File: config.mk
export PLATFORM = sky130hd
export DESIGN_NAME = mac_header_parser_802154_unit
export DESIGN_NICKNAME = d
export VERILOG_FILES = /design/src/design/mhp_pkg.sv /design/src/design/mhp_capture.sv /design/src/design/mac_header_parser_802154_unit.sv
export SDC_FILE = /design/constraint.sdc
export NUM_CORES = 1
export LEC_CHECK = 0
export ABC_CLOCK_PERIOD_IN_PS = 9400
export BUFFER_PORTS_ARGS = -buffer_cell sky130_fd_sc_hd__buf_4
export CAP_MARGIN = 0
export CORE_MARGIN = 2
export CORE_UTILIZATION = 30
export CTS_CLUSTER_DIAMETER = 80
export DETAILED_ROUTE_END_ITERATION = 16
export GPL_TIMING_DRIVEN = 0
export PLACE_DENSITY = 0.54
export SKIP_LAST_GASP = 1
export SYNTH_ARGS = -nofsm -noshare
export SYNTH_HDL_FRONTEND = slang
export SYNTH_SLANG_ARGS = --single-unit
File: constraint.sdc
create_clock -name clk -period 9.4 [get_ports clk]
set_input_delay 0.94 -clock clk [delete_from_list [all_inputs] [get_ports clk]]
set_output_delay 0.94 -clock clk [all_outputs]
set_load 0.05 [all_outputs]
File: src/design/mhp_pkg.sv
`timescale 1ns / 1ps
// Shared types and helpers for the 802.15.4 MAC header parser.
// Holds the header layout decoder and the result record; depends on nothing.
package mhp_pkg;

	localparam int PosW = 8;
	localparam int AtW  = 5;

	localparam logic [1:0] ModeNone  = 2'd0;
	localparam logic [1:0] ModeShort = 2'd2;
	localparam logic [1:0] ModeLong  = 2'd3;

	typedef struct packed {
		logic [1:0]     dmode;
		logic [1:0]     smode;
		logic           omit;
		logic           dpan;
		logic           dshort;
		logic           span;
		logic           sshort;
		logic [AtW-1:0] dpan_at;
		logic [AtW-1:0] dshort_at;
		logic [AtW-1:0] span_at;
		logic [AtW-1:0] sshort_at;
		logic [AtW-1:0] length;
	} layout_t;

	typedef struct packed {
		logic        parse_ok;
		logic [2:0]  frame_type;
		logic [7:0]  seq_num;
		logic [1:0]  dest_addr_mode;
		logic [1:0]  src_addr_mode;
		logic        has_dest_pan;
		logic [15:0] dest_pan;
		logic        has_src_pan;
		logic [15:0] src_pan;
		logic [15:0] dest_short;
		logic [15:0] src_short;
	} result_t;

	function automatic layout_t plan(input logic [15:0] cw);
		layout_t        l;
		logic [AtW-1:0] at;
		l.dmode  = cw[11:10];
		l.smode  = cw[15:14];
		l.omit   = cw[6] && (l.dmode != ModeNone);
		l.dpan   = l.dmode != ModeNone;
		l.dshort = l.dmode == ModeShort;
		l.span   = (l.smode != ModeNone) && !l.omit;
		l.sshort = l.smode == ModeShort;
		at = AtW'(3);
		l.dpan_at = at;
		if (l.dpan) begin
			at = at + AtW'(2);
		end
		l.dshort_at = at;
		if (l.dmode == ModeShort) begin
			at = at + AtW'(2);
		end else if (l.dmode == ModeLong) begin
			at = at + AtW'(8);
		end
		l.span_at = at;
		if (l.span) begin
			at = at + AtW'(2);
		end
		l.sshort_at = at;
		if (l.smode == ModeShort) begin
			at = at + AtW'(2);
		end else if (l.smode == ModeLong) begin
			at = at + AtW'(8);
		end
		l.length = at;
		return l;
	endfunction

	function automatic logic [15:0] put16(input logic [15:0] cur, input logic present,
			input logic [AtW-1:0] at, input logic [PosW-1:0] p, input logic [7:0] b);
		logic [PosW-1:0] lo;
		logic [15:0]     v;
		lo = PosW'(at);
		v  = cur;
		if (present) begin
			if (p == lo) begin
				v = {cur[15:8], b};
			end else if (p == lo + PosW'(1)) begin
				v = {b, cur[7:0]};
			end
		end
		return v;
	endfunction

endpackage

File: src/design/mhp_capture.sv
`timescale 1ns / 1ps
// Byte position counter and header field capture registers.
// Produces the result record for the current beat; uses mhp_pkg.
module mhp_capture (
	input  logic              clk,
	input  logic              arst_n,
	input  logic              accept,
	input  logic [7:0]        frame_byte,
	input  logic              last_byte,
	output mhp_pkg::result_t  res
);
	import mhp_pkg::*;

	logic [PosW-1:0] pos_q;
	logic [15:0]     ctrl_q, ctrl_n;
	logic [7:0]      seq_q, seq_n;
	logic [15:0]     dpan_q, dpan_n;
	logic [15:0]     span_q, span_n;
	logic [15:0]     dshort_q, dshort_n;
	logic [15:0]     sshort_q, sshort_n;
	layout_t         lay;
	logic            ok;

	assign lay = plan(ctrl_q);

	always_comb begin
		ctrl_n   = ctrl_q;
		seq_n    = seq_q;
		dpan_n   = dpan_q;
		span_n   = span_q;
		dshort_n = dshort_q;
		sshort_n = sshort_q;
		if (pos_q == PosW'(0)) begin
			ctrl_n = {ctrl_q[15:8], frame_byte};
		end else if (pos_q == PosW'(1)) begin
			ctrl_n = {frame_byte, ctrl_q[7:0]};
		end else if (pos_q == PosW'(2)) begin
			seq_n = frame_byte;
		end else begin
			dpan_n   = put16(dpan_q, lay.dpan, lay.dpan_at, pos_q, frame_byte);
			dshort_n = put16(dshort_q, lay.dshort, lay.dshort_at, pos_q, frame_byte);
			span_n   = put16(span_q, lay.span, lay.span_at, pos_q, frame_byte);
			sshort_n = put16(sshort_q, lay.sshort, lay.sshort_at, pos_q, frame_byte);
		end
	end

	// The frame holds the header when the last byte sits at length - 1 or later.
	assign ok = pos_q >= PosW'(lay.length - AtW'(1));

	always_comb begin
		res = '0;
		if (ok) begin
			res.parse_ok       = 1'b1;
			res.frame_type     = ctrl_q[2:0];
			res.seq_num        = seq_n;
			res.dest_addr_mode = lay.dmode;
			res.src_addr_mode  = lay.smode;
			res.has_dest_pan   = lay.dpan;
			res.dest_pan       = lay.dpan ? dpan_n : 16'h0000;
			res.has_src_pan    = lay.smode != ModeNone;
			if (lay.smode != ModeNone) begin
				res.src_pan = lay.omit ? dpan_n : span_n;
			end
			res.dest_short     = lay.dshort ? dshort_n : 16'h0000;
			res.src_short      = lay.sshort ? sshort_n : 16'h0000;
		end
	end

	always_ff @(posedge clk or negedge arst_n) begin
		if (!arst_n) begin
			pos_q    <= '0;
			ctrl_q   <= '0;
			seq_q    <= '0;
			dpan_q   <= '0;
			span_q   <= '0;
			dshort_q <= '0;
			sshort_q <= '0;
		end else if (accept) begin
			ctrl_q   <= ctrl_n;
			seq_q    <= seq_n;
			dpan_q   <= dpan_n;
			span_q   <= span_n;
			dshort_q <= dshort_n;
			sshort_q <= sshort_n;
			if (last_byte) begin
				pos_q <= '0;
			end else if (pos_q != '1) begin
				pos_q <= pos_q + PosW'(1);
			end
		end
	end

	a_pos_clear: assert property (@(posedge clk) disable iff (!arst_n)
		accept && last_byte |=> pos_q == '0)
		else $error("byte position not cleared after last beat");

	a_pos_step: assert property (@(posedge clk) disable iff (!arst_n)
		accept && !last_byte && pos_q != '1 |=> pos_q == $past(pos_q) + PosW'(1))
		else $error("byte position did not advance");

	a_pos_hold: assert property (@(posedge clk) disable iff (!arst_n)
		!accept |=> $stable(pos_q))
		else $error("byte position moved without a beat");

endmodule

File: src/design/mac_header_parser_802154_unit.sv
`timescale 1ns / 1ps
// Top level of the 802.15.4 MAC header parser: handshakes and result register.
// Instantiates mhp_capture; uses mhp_pkg.
//
// The parser takes one frame byte per cycle, starting at the frame control
// field, unless a last beat is held off. The beat marked last yields one
// result, registered and presented the next cycle. Bytes that are not last
// are accepted even while a result waits; a last beat is held off only
// while the result register is full and stalled downstream.
module mac_header_parser_802154_unit (
	input  logic        clk,
	input  logic        arst_n,
	input  logic        frame_valid,
	output logic        frame_stall,
	input  logic [7:0]  frame_byte,
	input  logic        last_byte,
	output logic        result_valid,
	input  logic        result_stall,
	output logic        parse_ok,
	output logic [2:0]  frame_type,
	output logic [7:0]  seq_num,
	output logic [1:0]  dest_addr_mode,
	output logic [1:0]  src_addr_mode,
	output logic        has_dest_pan,
	output logic [15:0] dest_pan,
	output logic        has_src_pan,
	output logic [15:0] src_pan,
	output logic [15:0] dest_short,
	output logic [15:0] src_short
);
	import mhp_pkg::*;

	logic    accept;
	logic    valid_q;
	result_t res;
	result_t res_q;

	assign frame_stall = valid_q && result_stall && last_byte;
	assign accept      = frame_valid && !frame_stall;

	mhp_capture u_capture (
		.clk        (clk),
		.arst_n     (arst_n),
		.accept     (accept),
		.frame_byte (frame_byte),
		.last_byte  (last_byte),
		.res        (res)
	);

	always_ff @(posedge clk or negedge arst_n) begin
		if (!arst_n) begin
			valid_q <= 1'b0;
		end else if (accept && last_byte) begin
			valid_q <= 1'b1;
		end else if (!result_stall) begin
			valid_q <= 1'b0;
		end
	end

	always_ff @(posedge clk) begin
		if (accept && last_byte) begin
			res_q <= res;
		end
	end

	assign result_valid   = valid_q;
	assign parse_ok       = res_q.parse_ok;
	assign frame_type     = res_q.frame_type;
	assign seq_num        = res_q.seq_num;
	assign dest_addr_mode = res_q.dest_addr_mode;
	assign src_addr_mode  = res_q.src_addr_mode;
	assign has_dest_pan   = res_q.has_dest_pan;
	assign dest_pan       = res_q.dest_pan;
	assign has_src_pan    = res_q.has_src_pan;
	assign src_pan        = res_q.src_pan;
	assign dest_short     = res_q.dest_short;
	assign src_short      = res_q.src_short;

	a_rise_from_last: assert property (@(posedge clk) disable iff (!arst_n)
		$rose(valid_q) |-> $past(accept && last_byte))
		else $error("result appeared without a last beat");

	a_fail_zero: assert property (@(posedge clk) disable iff (!arst_n)
		valid_q && !res_q.parse_ok |-> res_q.frame_type == 3'd0 && res_q.seq_num == 8'd0
			&& res_q.dest_pan == 16'd0 && res_q.src_pan == 16'd0
			&& res_q.dest_short == 16'd0 && res_q.src_short == 16'd0)
		else $error("failed parse carries nonzero fields");

	a_dpan_flag: assert property (@(posedge clk) disable iff (!arst_n)
		valid_q && res_q.parse_ok |-> res_q.has_dest_pan == (res_q.dest_addr_mode != ModeNone))
		else $error("destination PAN flag disagrees with address mode");

endmodule
==> flow_summary.toml <==
[global_route]
grt_overflow = 0
grt_start_max_net_pins = 90
grt.total_usage_pct = 14.6
antenna_found_initial = 0
grt_pass1_vias = 5501
grt_pass1_wl_um = 31600

[synth]
syn_inst = 656
synth_area_per_cell_um2 = 12.2
yosysSeqAreaShare_pct = 58.6
synth.distinct_cells = 55
syn-num-nets = 678
synth-edff-count = 82
ys_warn_count = 0
ys_seq_elements = 171
yosysTopAreaCellShare_pct = 30.8
synth_area_leaders = "edfxtp_1 31%, dfrtp_1 28%, mux2i_1 8.1%"
synth_area_um2 = 8000
yosys.area.top_type = "edfxtp_1"
async_flop_share_pct = 52.0
synth-main-ff-cell = "dfrtp_1"

[finish]
antenna_cells = 0
drive_gt1_share_pct = 24.0
areaGrowthSynthToFinish_pct = 21.0
nNetsFinal = 789
post-route-cell-area_um2 = 9680
most-common-layout-cells = "90 x buf_4, 89 x dfrtp_1, 82 x edfxtp_1, 66 x nor2_1, 65 x mux2i_1"
final_common_cell = "buf_4"

[critical_path]
reg2reg_depth = 13
cp-start-kind = "flop"
cp-end-kind = "flop"
timing.rr.start = "u_capture.ctrl_q[11]$_DFFE_PN0P_"
path_max_fanout = 10
worstSetupPathType = "flop to flop"
startpoint = "u_capture.ctrl_q[11]$_DFFE_PN0P_"
cp.arrival_ps = 4480
required_ps = 9540

[place]
portBuffers = 90
place_hpwl_um = 13600
place_congestion = 0.849
dpl_cell_area_um2 = 9150

[run]
drv_cap = 0

[sta]
worst_pin_slew_ps = 1200
final.setup_skew_ps = 16.8
rsz0062_at_grt = "false"
clock.fmax_ghz = 0.231
final.setup.tns_ps = 0
hold_viol_final = 0
fin_crit_sh_pct = 46.1
period_minus_slack_ps = 4340
setup-violations-final = 0
final_max_slew_viol_count = 0
relSlewSlack_pct = 19.9

[routing]
drtIter0Drc = 303
wirelength_um = 19600
wl_per_cell_um = 17.6
drc = 7
postRouteAntennaNets = 0
avgViaCountPerCell = 4.85
via_count = 5398
drtPass1Iterations = 11

[cts]
cts_inserted_buffers = 17
cts_hold_buffers = 0
clock_latency_ps = 430
postCtsResizedCells = 0
clkSlewWorstSetupHoldPaths_ps = 70
cts.path.max_buffers = 2
post_cts_buffers = 0
clockRootBuffer = "clkbuf_16"
cts.sinks = 171
cts_tree = "done"
cts-htree-levels = 4

[floorplan]
die_h_um = 167
rows = 59
dieArea_um2 = 28000
coreArea_um2 = 26100
start_util_pct = 30.6
fp.dieW_um = 167
ioPinCount = 97

[hold_path]
hold_class = "flop to flop"
hold_path_depth = 2
worstHoldStart = "u_capture.dpan_q[2]$_DFFE_PN0P_"

[pwr]
ir_worst_vdd_mv = 0.117
p_total_mw = 2.54
p_leak_nw = 4.04
powerDensity_nw_per_um2 = 262

[outcome]
status = "finished with violations"
violations = "design-rule violations"
==> layout make-up <==
cell class	count	area, um^2
fill	2637	16500
timing repair buffer	92	716
multi-input combinational	427	3080
clock buffer	17	425
tap	335	419
sequential	171	4690
clock inverter	14	110
inverter	11	41.3
buffer	47	200
==> routing by layer <==
metal  vias up  GRT usage, %  part of all wire (%)
met3        12          2.77                   3.7
li1       2581             -                     -
met5         -             0                     0
met4         0          3.33                  0.78
met2       117          24.1                    49
met1      2688          19.9                    47
==> cell usage after synthesis (3+ instances only) <==
| cell type | n |
|---|---|
| edfxtp_1 | 82 |
| o21ai_0 | 34 |
| nor3_1 | 6 |
| o21ai_1 | 3 |
| nand2b_1 | 5 |
| nor4_1 | 4 |
| or3_1 | 5 |
| o21a_1 | 4 |
| mux2i_1 | 65 |
| xor2_1 | 3 |
| mux2_4 | 8 |
| or4_1 | 3 |
| clkbuf_1 | 37 |
| dfrtp_1 | 89 |
| o22ai_1 | 3 |
| and2_1 | 4 |
| inv_1 | 11 |
| nand4_1 | 3 |
| a21boi_1 | 8 |
| nand3_1 | 15 |
| nand2_1 | 39 |
| nor2_1 | 67 |
| mux2_1 | 16 |
| xnor2_1 | 7 |
| a21o_1 | 9 |
| buf_2 | 7 |
| mux2_2 | 39 |
| a21oi_1 | 33 |
| ha_1 | 9 |
| nor2b_1 | 9 |
==> power by group <==
| group | total, mW | internal (mW) | leakage [nW] | switching (mW) |
|---|---|---|---|---|
| Clock | 0.660 | 0.343 | 0.265 | 0.316 |
| Combinational | 0.831 | 0.308 | 1.80 | 0.523 |
| Sequential | 1.05 | 0.960 | 1.98 | 0.0860 |
| Total | 2.54 | 1.61 | 4.04 | 0.926 |
==> metrics by stage <==
| stage | worst slack [ps] | cells | hold slack, ps | utilization [%] |
|---|---|---|---|---|
| final | 5060 | 1114 | 481 | 37.0 |
| after global routing | 4900 | 1114 | 500 | 37.0 |
| after CTS | 5120 | 1114 | 483 | 37.0 |
| after detailed placement | 5130 | 1083 | 469 | 35.0 |
| after global placement | 1760 | 1081 | 461 | 34.8 |
| after floorplan | 3990 | 656 | 449 | - |
==> flip-flops by register name (all words and copies together) (netlist names), 2 cells and up <==
name / count
dest_addr_mode: 2
dest_pan: 16
dest_short: 16
frame_type: 3
seq_num: 8
src_addr_mode: 2
src_pan: 16
src_short: 16
u_capture.ctrl_q: 8
u_capture.dpan_q: 16
u_capture.dshort_q: 16
u_capture.pos_q: 8
u_capture.seq_q: 8
u_capture.span_q: 16
u_capture.sshort_q: 16
==> cells by family after synthesis <==
group	count (synthesis)	synth area share, %
XOR/XNOR	10	1.09
AO/OA/AOI/OAI	108	8.32
other	1	0.0469
AND/OR/NAND/NOR	171	10.1
buffers and inverters	58	3.02
adder cells (fa/ha/maj)	9	1.41
flip-flops	171	58.6
multiplexers	128	17.4
==> worst max-delay path, cell delays in order, from the launching register on <==
cell	delay, ps
dfrtp_1	500
clkbuf_1	370
clkbuf_1	400
a31oi_1	150
a311oi_1	330
a21oi_1	100
ha_1	300
nand2b_1	70
a21boi_0	70
o21a_1	190
o21a_1	220
o22ai_1	690
clkbuf_1	530
nor2_1	140
==> final timing paths <==
kind | slack [ps] | to
max reg2reg | 5060 | dest_pan[9]$_SDFFCE_PN0P_
min | 480 | u_capture.dpan_q[2]$_DFFE_PN0P_
max | 5060 | dest_pan[9]$_SDFFCE_PN0P_
min in group asynchronous | 710 | u_capture.sshort_q[2]$_DFFE_PN0P_
max in group asynchronous | 7860 | u_capture.pos_q[1]$_DFFE_PN0P_
min reg2reg | 480 | u_capture.dpan_q[2]$_DFFE_PN0P_
Note: power is estimated with default switching activity, not from simulation.
